## src/hw/rtl/sacl_pkg.sv

```systemverilog
// Shared constants, types and helpers for the set-associative LRU cache.
package sacl_pkg;

  localparam int NUM_WAYS    = 16;
  localparam int SET_BITS    = 4;
  localparam int OFFSET_BITS = 7;
  localparam int ADDR_BITS   = 20;
  localparam int DATA_BITS   = 32;

  localparam int NUM_SETS  = 1 << SET_BITS;
  localparam int WPL_BITS  = OFFSET_BITS - 2;
  localparam int WPL       = 1 << WPL_BITS;
  localparam int MEM_BITS  = ADDR_BITS - 2;
  localparam int TAG_BITS  = ADDR_BITS - OFFSET_BITS - SET_BITS;
  localparam int NUM_ENT   = NUM_SETS * NUM_WAYS;
  localparam int ENT_BITS  = $clog2(NUM_ENT);
  localparam int WAY_BITS  = (NUM_WAYS > 1) ? $clog2(NUM_WAYS) : 1;
  localparam int WCNT_BITS = $clog2(NUM_WAYS + 1);
  localparam int LINE_BITS = ENT_BITS + WPL_BITS;

  localparam logic [1:0] CMD_LOAD  = 2'd0;
  localparam logic [1:0] CMD_READ  = 2'd1;
  localparam logic [1:0] CMD_WRITE = 2'd2;

  typedef struct packed {
    logic clr_step;
    logic latch;
    logic load_wr;
    logic scan_start;
    logic scan_step;
    logic decide;
    logic fill_step;
    logic hit_capture;
    logic resp_set;
  } sacl_ctl_t;

  typedef struct packed {
    logic       clear_last;
    logic [1:0] cmd;
    logic       scan_done;
    logic       hit;
    logic       fill_done;
    logic       out_free;
  } sacl_sts_t;

  function automatic logic [ENT_BITS-1:0] ent_idx(input logic [SET_BITS-1:0] s,
                                                  input logic [WAY_BITS-1:0] w);
    ent_idx = ENT_BITS'(ENT_BITS'(s) * ENT_BITS'(NUM_WAYS) + ENT_BITS'(w));
  endfunction

endpackage

```

## src/hw/rtl/sacl_ctrl.sv

```systemverilog
// Controller state machine for the set-associative LRU cache.
module sacl_ctrl (
  input  logic                clk,
  input  logic                rst_n,
  input  logic                in_valid,
  output logic                in_stall,
  input  sacl_pkg::sacl_sts_t sts,
  output sacl_pkg::sacl_ctl_t ctl
);
  import sacl_pkg::*;

  typedef enum logic [7:0] {
    S_CLEAR    = 8'b0000_0001,
    S_IDLE     = 8'b0000_0010,
    S_DISPATCH = 8'b0000_0100,
    S_SCAN     = 8'b0000_1000,
    S_DECIDE   = 8'b0001_0000,
    S_FILL     = 8'b0010_0000,
    S_HITRD    = 8'b0100_0000,
    S_RESP     = 8'b1000_0000
  } state_t;

  state_t state_r, state_nxt;

  always_ff @(posedge clk) begin
    if (!rst_n) begin
      state_r <= S_CLEAR;
    end else begin
      state_r <= state_nxt;
    end
  end

  assign in_stall = (state_r != S_IDLE);

  always_comb begin
    state_nxt = state_r;
    ctl       = '0;
    unique case (state_r)
      S_CLEAR: begin
        ctl.clr_step = 1'b1;
        if (sts.clear_last) state_nxt = S_IDLE;
      end
      S_IDLE: begin
        if (in_valid) begin
          ctl.latch = 1'b1;
          state_nxt = S_DISPATCH;
        end
      end
      S_DISPATCH: begin
        if (sts.cmd == CMD_LOAD) begin
          ctl.load_wr = 1'b1;
          state_nxt   = S_RESP;
        end else if (sts.cmd == CMD_READ || sts.cmd == CMD_WRITE) begin
          ctl.scan_start = 1'b1;
          state_nxt      = S_SCAN;
        end else begin
          state_nxt = S_RESP;
        end
      end
      S_SCAN: begin
        ctl.scan_step = 1'b1;
        if (sts.scan_done) state_nxt = S_DECIDE;
      end
      S_DECIDE: begin
        ctl.decide = 1'b1;
        if (sts.cmd == CMD_READ) begin
          state_nxt = sts.hit ? S_HITRD : S_FILL;
        end else begin
          state_nxt = S_RESP;
        end
      end
      S_FILL: begin
        ctl.fill_step = 1'b1;
        if (sts.fill_done) state_nxt = S_RESP;
      end
      S_HITRD: begin
        ctl.hit_capture = 1'b1;
        state_nxt       = S_RESP;
      end
      S_RESP: begin
        if (sts.out_free) begin
          ctl.resp_set = 1'b1;
          state_nxt    = S_IDLE;
        end
      end
      default: state_nxt = S_CLEAR;
    endcase
  end

endmodule

```

## config.mk

```make
export PLATFORM = sky130hd
export DESIGN_NAME = sacl_ctrl
export DESIGN_NICKNAME = d
export VERILOG_FILES = /design/src/hw/rtl/sacl_pkg.sv /design/src/hw/rtl/sacl_ctrl.sv
export SDC_FILE = /design/constraint.sdc
export NUM_CORES = 1
export LEC_CHECK = 0
export BUFFER_PORTS_ARGS = -buffer_cell sky130_fd_sc_hd__buf_4
export CAP_MARGIN = 10
export CELL_PAD_IN_SITES_DETAIL_PLACEMENT = 1
export CELL_PAD_IN_SITES_GLOBAL_PLACEMENT = 2
export CORE_MARGIN = 1.5
export CORE_UTILIZATION = 26
export CTS_CLUSTER_DIAMETER = 80
export CTS_CLUSTER_SIZE = 40
export DETAILED_ROUTE_END_ITERATION = 8
export PLACE_DENSITY = 0.78
export SLEW_MARGIN = 20
export SYNTH_ARGS = -nofsm -noshare
export SYNTH_HDL_FRONTEND = slang
export SYNTH_SLANG_ARGS = --single-unit
```

## constraint.sdc

```tcl
create_clock -name clk -period 2.35 [get_ports clk]
set_clock_uncertainty 0.2 [all_clocks]
set_input_delay 0.235 -clock clk [delete_from_list [all_inputs] [get_ports clk]]
set_output_delay 0.235 -clock clk [all_outputs]
set_load 0.005 [all_outputs]
```

==> impl_table.tex, run 1 <==
\begin{tabular}{lr}
\hline
Metric & Value \\
\hline
\multicolumn{2}{l}{\textbf{Status}} \\
\quad Run status & finished clean \\
\multicolumn{2}{l}{\textbf{Clock tree}} \\
\quad Clk\_lat worst skew & 0.25 ns \\
\quad Number of buffers inserted during clock tree synthesis & 3 \\
\quad Worst-case clock buffer depth & 2 \\
\quad Post-CTS clock slew at the launch and capture registers of the worst setup and hold paths & 0.06 ns \\
\quad Clock tree from TritonCTS & built \\
\quad Hold buffer count at cts & 0 \\
\quad Clock Sinks & 8 \\
\quad Cts repair resizes & 0 \\
\quad Setup Fix Bufs, Post-CTS & 0 \\
\quad CTS H-tree depth & 1 \\
\quad Clock root buffer & sky130\_fd\_sc\_hd\_\_clkbuf\_4 \\
\multicolumn{2}{l}{\textbf{Power}} \\
\quad Power density normalized to cell area & 438 nW/um\^{}2 \\
\quad Leakage power & 0.380 nW \\
\quad VDD IR-drop max & 0.209 mV \\
\multicolumn{2}{l}{\textbf{Worst setup path}} \\
\quad Required time worst endpoint & 2.33 ns \\
\quad Kind of end point of the critical path & flip-flop \\
\quad Launching element type of the critical path & flip-flop \\
\quad Buffering stage count on the worst path with inverters included & 0 \\
\quad Arrival @ worst endpoint & 2.23 ns \\
\quad Delay of the slowest cell on the worst path & 0.59 ns \\
\quad Critical path fanouts, max & 6 \\
\quad Slowest stage cell on the critical path & sky130\_fd\_sc\_hd\_\_or4\_4 \\
\quad Worst path top cell family by delay & simple AND/OR/NAND/NOR gates \\
\quad Category of the most critical setup path & reg2reg \\
\quad Ordered cell list for the critical path & or4\_4, nor4b\_4, a32oi\_1, or4\_1, a21oi\_1 \\
\multicolumn{2}{l}{\textbf{STA}} \\
\quad Final total negative setup slack & 0 ns \\
\quad Max Clock Freq & 445 MHz \\
\quad Number of slew-limit violations in the final report & 0 \\
\quad Max-slew headroom & 0.649 \\
\quad Measured slew at the worst slew-check pin & 0.522 ns \\
\quad Final critical-path required period & 2.25 ns \\
\quad Setup repair after global routing missed its margin & no \\
\quad Endpoints failing setup & 0 \\
\quad Share of the clock period used by the worst path & 0.956 \\
\quad Final Hold Viols & 0 \\
\multicolumn{2}{l}{\textbf{Synthesis}} \\
\quad Area of the mapped netlist & 577 sq um \\
\quad Post-Synthesis Cells & 71 \\
\quad Number of flops mapped to enable cells by yosys & 0 \\
\quad Register area share after synthesis & 0.278 \\
\quad Post-synth ARST share & 0 \\
\quad Syn Area/Cell & 8.12 sq um \\
\quad Synthesized netlist net count & 83 \\
\quad Count of distinct cell types in the synthesized netlist & 34 \\
\quad Commonest register cell after synthesis & sky130\_fd\_sc\_hd\_\_dfxtp\_1 \\
\quad Warning count from the yosys run & 0 \\
\quad \#FFs+latches synth & 8 \\
\multicolumn{2}{l}{\textbf{Final layout}} \\
\quad Number of nets in the final layout & 110 \\
\quad Share of layout cells above drive strength 1 & 0.417 \\
\quad Layout overhead on the synthesized area & 40.3\% \\
\quad Final std cell area, no fill & 810 sq um \\
\quad Combined area of the multi-input logic cells & 394 sq um \\
\quad Fill cell instance count of the final layout & 257 \\
\quad Largest register FFs & 8 \\
\quad Diodes inserted & 0 \\
\quad Register with the most flip-flops & state\_r \\
\quad Registers with the most flip-flops & state\_r x8 \\
\quad Area used by sequential logic in the layout & 160 sq um \\
\multicolumn{2}{l}{\textbf{Routing}} \\
\quad Aggregate routed wire length & 1710 um \\
\quad Initial drt markers & 6 \\
\quad DRC & 0 \\
\quad Antenna-violating nets left & 0 \\
\quad DR pass1 iterations & 3 \\
\quad Average wire per standard cell & 13.9 um \\
\quad Total via count after detailed routing & 615 \\
\quad Average vias per placed instance & 5.00 \\
\multicolumn{2}{l}{\textbf{Die}} \\
\quad Number of core rows & 16 \\
\quad Die extent in x & 50.1 um \\
\quad Initial cell density of the core & 0.285 \\
\quad Placeable core region & 2020 sq um \\
\quad Full die area & 2510 sq um \\
\quad Height of the die & 50.1 um \\
\quad Num ports & 20 \\
\multicolumn{2}{l}{\textbf{Min path}} \\
\quad Hold Path Class & in2reg \\
\multicolumn{2}{l}{\textbf{Global routing}} \\
\quad First-pass GRT wire length & 2920 um \\
\quad Total congestion overflow & 0 \\
\quad Number of global-route vias before repair & 621 \\
\quad Total track usage & 0.153 \\
\quad Largest net degree at the start of global routing & 9 \\
\quad Antenna violations before repair & 0 \\
\multicolumn{2}{l}{\textbf{Placement}} \\
\quad Placer congestion estimate & 0.809 \\
\quad Half-perimeter wire length after placement & 1430 um \\
\quad Port-buffer cells & 19 \\
\quad Post-place instance area & 776 sq um \\
\multicolumn{2}{l}{\textbf{Flow run}} \\
\quad Max-Cap Viols & 0 \\
\hline
\end{tabular}
==> per-stage QoR <==
stage                util  instances  setup WS [ns]  power (mW)  hold WS (ns)
detailed placement  0.384        120         0.0676       0.252         0.275
global placement    0.384        120          0.113       0.252         0.270
global route        0.400        123         0.0202       0.376        0.0411
finish              0.400        123          0.104       0.354        0.0228
floorplan               -         71          0.199       0.205         0.153
CTS                 0.395        123         0.0639       0.357        0.0106
==> cell families after synthesis <==
family | count (synthesis) | synth area share
AOI/OAI and AO/OA | 9 | 0.108
buffers and inverters | 8 | 0.0586
muxes | 1 | 0.0195
xor gates and xnor gates | 1 | 0.0152
adders and majority gates | 2 | 0.0434
and+or+nand+nor | 42 | 0.477
DFF | 8 | 0.278
==> metal layers <==
metal  up-vias  share of wire  GRT usage  routed length, um
met5         -              0          0                  0
met4         0         0.0047     0.0417                  8
met3         2          0.034     0.0182                 58
met2        13           0.48      0.250                831
met1       286           0.48      0.210                815
li1        314              -          -                  -
==> cell type report <==
class,instances,share of cell area
Clock buffer,3,0.0278
Tap cell,27,0.0417
Sequential cell,8,0.198
Multi-Input combinational cell,55,0.487
Inverter,7,0.0325
Timing Repair Buffer,23,0.213
==> layout by cell type (no fill, tap or decap), types with 2 or more instances in the layout <==
cell type                  count
sky130_fd_sc_hd__and2_2        2
sky130_fd_sc_hd__ha_1          2
sky130_fd_sc_hd__or4b_2        2
sky130_fd_sc_hd__nor3_1        5
sky130_fd_sc_hd__clkbuf_4      3
sky130_fd_sc_hd__dfxtp_1       8
sky130_fd_sc_hd__nor2_1       11
sky130_fd_sc_hd__o21a_1        2
sky130_fd_sc_hd__o21ai_0       2
sky130_fd_sc_hd__buf_4        23
sky130_fd_sc_hd__or2_2         2
sky130_fd_sc_hd__nand3_1       3
sky130_fd_sc_hd__nor4_1        2
sky130_fd_sc_hd__inv_1         7
==> final timing paths <==
check | from | to | slack [ns] | cells after the start
hold / removal | rst_n | state_r[3]$_SDFFE_PN0P_ | 0.02 | 2
setup / recovery | state_r[1]$_SDFFE_PN0P_ | state_r[7]$_SDFFE_PN0P_ | 0.10 | 5
setup reg to reg | state_r[1]$_SDFFE_PN0P_ | state_r[7]$_SDFFE_PN0P_ | 0.10 | 5
hold reg to reg | state_r[2]$_SDFFE_PN0P_ | state_r[4]$_SDFFE_PN0P_ | 0.48 | 2
==> synth_stat cells, types with 2 or more instances <==
master,count,area (sq um)
sky130_fd_sc_hd__and2_2,2,15.0
sky130_fd_sc_hd__dfxtp_1,8,160
sky130_fd_sc_hd__ha_1,2,25.0
sky130_fd_sc_hd__inv_1,7,26.3
sky130_fd_sc_hd__nand3_1,3,15.0
sky130_fd_sc_hd__nor2_1,11,41.3
sky130_fd_sc_hd__nor3_1,6,30.0
sky130_fd_sc_hd__nor4_1,2,12.5
sky130_fd_sc_hd__o21a_1,2,15.0
sky130_fd_sc_hd__o21ai_0,2,10.0
sky130_fd_sc_hd__or2_2,2,12.5
sky130_fd_sc_hd__or4b_2,2,20.0
==> worst register-to-register path, stage by stage, from the launching register on <==
cell and delay (ns):
sky130_fd_sc_hd__dfxtp_1 0.34, sky130_fd_sc_hd__or4_4 0.59, sky130_fd_sc_hd__nor4b_4 0.30, sky130_fd_sc_hd__a32oi_1 0.08, sky130_fd_sc_hd__or4_1 0.52, sky130_fd_sc_hd__a21oi_1 0.15
==> where the power goes <==
part | switching, mW | internal (mW)
clock network | 0.0455 | 0.0584
logic | 0.0479 | 0.0505
registers | 0.00905 | 0.143
total | 0.102 | 0.252
Note: power is estimated with default switching activity, not from simulation.
==> run 2: changes to the inputs <==
--- a/config.mk
+++ b/config.mk
@@ -14,7 +14,7 @@
 export CTS_CLUSTER_DIAMETER = 80
 export CTS_CLUSTER_SIZE = 40
 export DETAILED_ROUTE_END_ITERATION = 8
-export PLACE_DENSITY = 0.78
+export PLACE_DENSITY_LB_ADDON = 0.1
 export SLEW_MARGIN = 20
 export SYNTH_ARGS = -nofsm -noshare
 export SYNTH_HDL_FRONTEND = slang
==> impl_table.tex, run 2 (synthesis gave the netlist of run 1 again) <==
\begin{tabular}{lr}
\hline
Metric & Value \\
\hline
\multicolumn{2}{l}{\textbf{Worst setup path}} \\
\quad Number of cells traversed by the worst register-to-register path & 6 \\
\quad Launching element type of the critical path & flip-flop \\
\quad Reg-to-reg slack, setup & 0.02 ns \\
\quad Startpoint of the worst register-to-register path & state\_r[0]\$\_SDFFE\_PN1P\_ \\
\quad Arrival @ worst endpoint & 1.91 ns \\
\quad Critical path fanouts, max & 6 \\
\quad Required time worst endpoint & 1.91 ns \\
\quad Critical R2R Capture & state\_r[7]\$\_SDFFE\_PN0P\_ \\
\quad Category of the most critical setup path & reg2out \\
\quad Kind of end point of the critical path & output port \\
\multicolumn{2}{l}{\textbf{Die}} \\
\quad Number of core rows & 16 \\
\quad Full die area & 2510 sq um \\
\quad Initial cell density of the core & 0.285 \\
\quad Placeable core region & 2020 sq um \\
\quad Die extent in x & 50.1 um \\
\quad Height of the die & 50.1 um \\
\quad Num ports & 20 \\
\multicolumn{2}{l}{\textbf{Routing}} \\
\quad DRC & 0 \\
\quad Aggregate routed wire length & 1850 um \\
\quad DR pass1 iterations & 3 \\
\quad Initial drt markers & 1 \\
\quad Average wire per standard cell & 13.9 um \\
\quad Antenna-violating nets left & 0 \\
\quad Average vias per placed instance & 4.86 \\
\quad Total via count after detailed routing & 647 \\
\multicolumn{2}{l}{\textbf{Power}} \\
\quad VDD IR-drop max & 0.275 mV \\
\quad Leakage power & 0.431 nW \\
\quad Power density normalized to cell area & 416 nW/um\^{}2 \\
\multicolumn{2}{l}{\textbf{Clock tree}} \\
\quad Clock Sinks & 8 \\
\quad Clock tree from TritonCTS & built \\
\quad Clock root buffer & sky130\_fd\_sc\_hd\_\_clkbuf\_4 \\
\quad Worst-case clock buffer depth & 2 \\
\quad Number of buffers inserted during clock tree synthesis & 3 \\
\quad CTS H-tree depth & 1 \\
\quad Clk\_lat worst skew & 0.25 ns \\
\quad Post-CTS clock slew at the launch and capture registers of the worst setup and hold paths & 0.05 ns \\
\multicolumn{2}{l}{\textbf{Global routing}} \\
\quad Antenna violations before repair & 0 \\
\quad First-pass GRT wire length & 3240 um \\
\quad Largest net degree at the start of global routing & 7 \\
\quad Total track usage & 0.170 \\
\quad Total congestion overflow & 0 \\
\quad Number of global-route vias before repair & 706 \\
\multicolumn{2}{l}{\textbf{Final layout}} \\
\quad Final std cell area, no fill & 885 sq um \\
\quad Registers with the most flip-flops & state\_r x8 \\
\quad Largest register FFs & 8 \\
\quad Commonest cells after routing, fill and taps aside & sky130\_fd\_sc\_hd\_\_buf\_4 (32), sky130\_fd\_sc\_hd\_\_nor2\_1 (11), sky130\_fd\_sc\_hd\_\_inv\_1 (7) \\
\quad Register with the most flip-flops & state\_r \\
\quad Diodes inserted & 0 \\
\quad Number of nets in the final layout & 120 \\
\quad Fill cell instance count of the final layout & 261 \\
\quad Most frequent standard cell in the layout excluding fill and tap cells & sky130\_fd\_sc\_hd\_\_buf\_4 \\
\quad Combined area of the multi-input logic cells & 389 sq um \\
\quad Share of layout cells above drive strength 1 & 0.472 \\
\quad Layout overhead on the synthesized area & 53.4\% \\
\quad Area used by sequential logic in the layout & 163 sq um \\
\multicolumn{2}{l}{\textbf{STA}} \\
\quad Measured slew at the worst slew-check pin & 0.556 ns \\
\quad Max Clock Freq & 426 MHz \\
\quad Number of slew-limit violations in the final report & 0 \\
\quad Final critical-path required period & 2.35 ns \\
\quad Max-slew headroom & 0.626 \\
\quad Final Hold Viols & 0 \\
\quad Post-route setup slack & 0.00406 ns \\
\quad Share of the clock period used by the worst path & 0.998 \\
\quad Setup repair after global routing missed its margin & yes \\
\quad Endpoints failing setup & 0 \\
\multicolumn{2}{l}{\textbf{Min path}} \\
\quad Hold Path Class & in2reg \\
\quad Hold Startpoint & sts[2] \\
\quad Hold-critical path depth & 3 \\
\quad Worst Hold End & state\_r[6]\$\_SDFFE\_PN0P\_ \\
\multicolumn{2}{l}{\textbf{Placement}} \\
\quad Port-buffer cells & 19 \\
\quad Placer congestion estimate & 0.816 \\
\quad Worst setup slack after placement & 0.106 ns \\
\quad Post-place instance area & 828 sq um \\
\quad Half-perimeter wire length after placement & 1510 um \\
\multicolumn{2}{l}{\textbf{Status}} \\
\quad Run status & finished clean \\
\multicolumn{2}{l}{\textbf{Flow run}} \\
\quad Max-Cap Viols & 0 \\
\hline
\end{tabular}
==> run 2: routing by layer <==
metal  part of all wire  wire length (um)  vias to the layer above  GRT usage
met3              0.030                56                        2     0.0333
met5                  0                 0                        -          0
met2               0.48               886                       12      0.281
met4             0.0032                 6                        0     0.0648
met1               0.49               899                      302      0.215
li1                   -                 -                      331          -
==> run 2: worst max-delay path, stage by stage, from the launching register on <==
cell and delay (ns):
sky130_fd_sc_hd__dfxtp_2 0.34, sky130_fd_sc_hd__or4_4 0.58, sky130_fd_sc_hd__nor4b_4 0.32, sky130_fd_sc_hd__buf_4 0.16
sky130_fd_sc_hd__and2_2 0.15, sky130_fd_sc_hd__buf_4 0.11
==> run 2: worst max-delay path by stage <==
| stage | from | endpoint | slack (ns) |
|---|---|---|---|
| after CTS | state_r[1]$_SDFFE_PN0P_ | ctl[5] | 0.001 |
| after detailed placement | state_r[1]$_SDFFE_PN0P_ | state_r[7]$_SDFFE_PN0P_ | 0.11 |
| after global routing | state_r[0]$_SDFFE_PN1P_ | ctl[5] | -0.07 |
| after global placement | state_r[6]$_SDFFE_PN0P_ | state_r[4]$_SDFFE_PN0P_ | 0.11 |
| after floorplan | state_r[1]$_SDFFE_PN0P_ | state_r[7]$_SDFFE_PN0P_ | 0.20 |
| final | state_r[0]$_SDFFE_PN1P_ | ctl[5] | 0.004 |
==> run 2: layout make-up <==
cell class              count  share of cell area
flip-flops and latches      8               0.184
well taps                  27              0.0382
multi-input cells          55               0.440
inverters                   7              0.0297
repair buffers             33               0.283
clock buffers               3              0.0255
==> run 2: through the flow <==
step	power [mW]	cells	setup TNS, ns	hold slack [ns]	utilization
detailed placement	0.263	127	0	0.265	0.410
global placement	0.262	127	0	0.259	0.410
global route	0.396	133	-0.147	0.0397	0.438
finish	0.368	133	0	0.0393	0.438
CTS	0.375	131	0	0.0300	0.426
floorplan	0.205	71	0	0.153	-
==> run 2: timing repair <==
| action | 4_1_cts | 5_1_grt |
|---|---|---|
| gates resized for setup | 0 | 3 |
| endpoints found under the hold margin | 1 | 0 |
| setup buffers | 0 | 2 |
| hold buffers | 1 | 0 |
| setup endpoints to repair | 0 | 3 |
==> run 2: power by group <==
part	internal, mW	total, mW	leakage (nW)	switching (mW)
Combinational	0.0588	0.110	0.352	0.0508
Sequential	0.144	0.154	0.0652	0.0104
Clock	0.0584	0.104	0.0138	0.0461
==> run 3: changes to the inputs <==
--- a/config.mk
+++ b/config.mk
@@ -10,7 +10,8 @@
 export CELL_PAD_IN_SITES_DETAIL_PLACEMENT = 1
 export CELL_PAD_IN_SITES_GLOBAL_PLACEMENT = 2
 export CORE_MARGIN = 1.5
-export CORE_UTILIZATION = 26
+export CORE_UTILIZATION = 28
+export CTS_BUF_LIST = sky130_fd_sc_hd__clkbuf_4 sky130_fd_sc_hd__clkbuf_8
 export CTS_CLUSTER_DIAMETER = 80
 export CTS_CLUSTER_SIZE = 40
 export DETAILED_ROUTE_END_ITERATION = 8
==> impl_table.tex, run 3 (synthesis gave the netlist of run 1 again) <==
\begin{tabular}{lr}
\hline
Metric & Value \\
\hline
\multicolumn{2}{l}{\textbf{Status}} \\
\quad Run status & finished clean \\
\multicolumn{2}{l}{\textbf{Routing}} \\
\quad Aggregate routed wire length & 1740 um \\
\quad Total via count after detailed routing & 635 \\
\quad Average wire per standard cell & 13.7 um \\
\quad DRC & 0 \\
\quad Average vias per placed instance & 5.00 \\
\quad Initial drt markers & 12 \\
\quad Antenna-violating nets left & 0 \\
\quad DR pass1 iterations & 4 \\
\multicolumn{2}{l}{\textbf{Die}} \\
\quad Number of core rows & 16 \\
\quad Initial cell density of the core & 0.297 \\
\quad Placeable core region & 1940 sq um \\
\quad Num ports & 20 \\
\quad Full die area & 2340 sq um \\
\quad Die extent in x & 48.4 um \\
\quad Height of the die & 48.4 um \\
\multicolumn{2}{l}{\textbf{Worst setup path}} \\
\quad Required time worst endpoint & 1.91 ns \\
\quad Category of the most critical setup path & reg2out \\
\quad Kind of end point of the critical path & output port \\
\quad Worst path top cell family by delay & simple AND/OR/NAND/NOR gates \\
\quad Top cell by count, worst path & sky130\_fd\_sc\_hd\_\_buf\_4 \\
\quad Delay of the slowest cell on the worst path & 0.58 ns \\
\quad Buffering stage count on the worst path with inverters included & 2 \\
\quad Slowest stage cell on the critical path & sky130\_fd\_sc\_hd\_\_or4\_4 \\
\quad Arrival @ worst endpoint & 1.86 ns \\
\quad Reg-to-reg slack, setup & 0.14 ns \\
\quad Critical path fanouts, max & 6 \\
\quad Ordered cell list for the critical path & or4\_4, nor4b\_4, buf\_4, and2\_2, buf\_4 \\
\quad Launching element type of the critical path & flip-flop \\
\multicolumn{2}{l}{\textbf{Final layout}} \\
\quad Share of layout cells above drive strength 1 & 0.440 \\
\quad Diodes inserted & 0 \\
\quad Final Core Density & 0.434 \\
\quad Layout overhead on the synthesized area & 46.2\% \\
\quad Final cell count without fillers & 127 \\
\quad Commonest cells after routing, fill and taps aside & sky130\_fd\_sc\_hd\_\_buf\_4 (26), sky130\_fd\_sc\_hd\_\_nor2\_1 (11), sky130\_fd\_sc\_hd\_\_inv\_1 (7), sky130\_fd\_sc\_hd\_\_dfxtp\_1 (7), sky130\_fd\_sc\_hd\_\_nor3\_1 (5) \\
\quad Largest register FFs & 8 \\
\quad Register with the most flip-flops & state\_r \\
\quad Number of nets in the final layout & 114 \\
\quad Registers with the most flip-flops & state\_r x8 \\
\quad Most frequent standard cell in the layout excluding fill and tap cells & sky130\_fd\_sc\_hd\_\_buf\_4 \\
\multicolumn{2}{l}{\textbf{Global routing}} \\
\quad Total track usage & 0.164 \\
\quad Largest net degree at the start of global routing & 9 \\
\quad Number of global-route vias before repair & 646 \\
\quad Total congestion overflow & 0 \\
\quad Antenna violations before repair & 0 \\
\quad First-pass GRT wire length & 3040 um \\
\multicolumn{2}{l}{\textbf{Placement}} \\
\quad Worst setup slack after placement & 0.137 ns \\
\quad Half-perimeter wire length after placement & 1390 um \\
\quad Number of placed cells counting well taps & 122 \\
\quad Placer congestion estimate & 0.798 \\
\quad Port-buffer cells & 19 \\
\multicolumn{2}{l}{\textbf{Power}} \\
\quad Power density normalized to cell area & 430 nW/um\^{}2 \\
\quad VDD IR-drop max & 0.251 mV \\
\quad Total power consumption of the routed design & 0.363 mW \\
\quad Leakage power & 0.401 nW \\
\multicolumn{2}{l}{\textbf{STA}} \\
\quad Final critical-path required period & 2.30 ns \\
\quad Worst hold slack & 0.0328 ns \\
\quad Max-slew headroom & 0.638 \\
\quad Share of the clock period used by the worst path & 0.977 \\
\quad Post-route setup slack & 0.0543 ns \\
\quad Measured slew at the worst slew-check pin & 0.539 ns \\
\quad Final Hold Viols & 0 \\
\quad Number of slew-limit violations in the final report & 0 \\
\quad Endpoints failing setup & 0 \\
\quad Max Clock Freq & 436 MHz \\
\multicolumn{2}{l}{\textbf{Clock tree}} \\
\quad Number of buffers inserted during clock tree synthesis & 3 \\
\quad Post-CTS clock slew at the launch and capture registers of the worst setup and hold paths & 0.06 ns \\
\quad Clk\_lat worst skew & 0.25 ns \\
\quad CTS H-tree depth & 1 \\
\quad Worst-case clock buffer depth & 2 \\
\quad Clock Sinks & 8 \\
\quad Clock root buffer & sky130\_fd\_sc\_hd\_\_clkbuf\_4 \\
\quad Clock tree from TritonCTS & built \\
\multicolumn{2}{l}{\textbf{Min path}} \\
\quad Hold Path Class & in2reg \\
\multicolumn{2}{l}{\textbf{Flow run}} \\
\quad Max-Cap Viols & 0 \\
\hline
\end{tabular}
==> run 3: cell count changes in the layout (fill, tap and decap cells not counted) <==
cell / delta
sky130_fd_sc_hd__buf_4: -6
sky130_fd_sc_hd__dfxtp_1: +1
sky130_fd_sc_hd__dfxtp_2: -1
sky130_fd_sc_hd__nor3_1: -1
sky130_fd_sc_hd__nor3_2: +1
==> run 3: final timing paths <==
check                                               end  cells after the start               startpoint
worst max-delay path                             ctl[5]                      5  state_r[4]$_SDFFE_PN0P_
worst min-delay path            state_r[6]$_SDFFE_PN0P_                      3                   sts[2]
worst max register to register  state_r[7]$_SDFFE_PN0P_                      5  state_r[4]$_SDFFE_PN0P_
worst min register to register  state_r[4]$_SDFFE_PN0P_                      2  state_r[4]$_SDFFE_PN0P_
==> run 3: area by class of cell <==
type	count	area [sq um]
clock buffer	3	22.5
tap	27	33.8
inverter	7	26.3
fill	263	1100
sequential	8	161
multi-input combinational	55	394
timing repair buffer	27	205
==> run 3: power breakdown <==
group / internal [mW] / switching, mW / leakage, nW / total, mW
clock: 0.0587 / 0.0500 / 0.0138 / 0.109
combinational: 0.0518 / 0.0495 / 0.322 / 0.101
sequential: 0.143 / 0.0101 / 0.0655 / 0.153
==> run 3: repair_timing <==
item / 4_1_cts / 5_1_grt
setup buffers: 0 / 1
gates resized for setup: 0 / 3
hold buffers: 1 / 0
setup endpoints to repair: 0 / 4
hold endpoints to repair: 1 / 0
==> run 3: worst reg2reg max path, stage by stage, from the launching register on <==
cell	delay, ns
sky130_fd_sc_hd__dfxtp_2	0.35
sky130_fd_sc_hd__or4_4	0.58
sky130_fd_sc_hd__nor4b_4	0.26
sky130_fd_sc_hd__a32oi_1	0.09
sky130_fd_sc_hd__or4_1	0.52
sky130_fd_sc_hd__a21oi_1	0.15
==> run 3: per-stage QoR <==
stage | TNS, ns | instance area (sq um)
floorplan | 0 | 577
global placement | 0 | 791
detailed placement | 0 | 791
CTS | 0 | 823
global route | -0.00624 | 843
finish | 0 | 843
==> run 3: per-layer routing <==
layer | part of all wire | up-vias | track usage
met1 | 0.48 | 293 | 0.228
met4 | 0.0075 | 0 | 0.0571
met3 | 0.053 | 2 | 0.0309
met5 | 0 | - | 0
met2 | 0.46 | 20 | 0.252
li1 | - | 320 | -
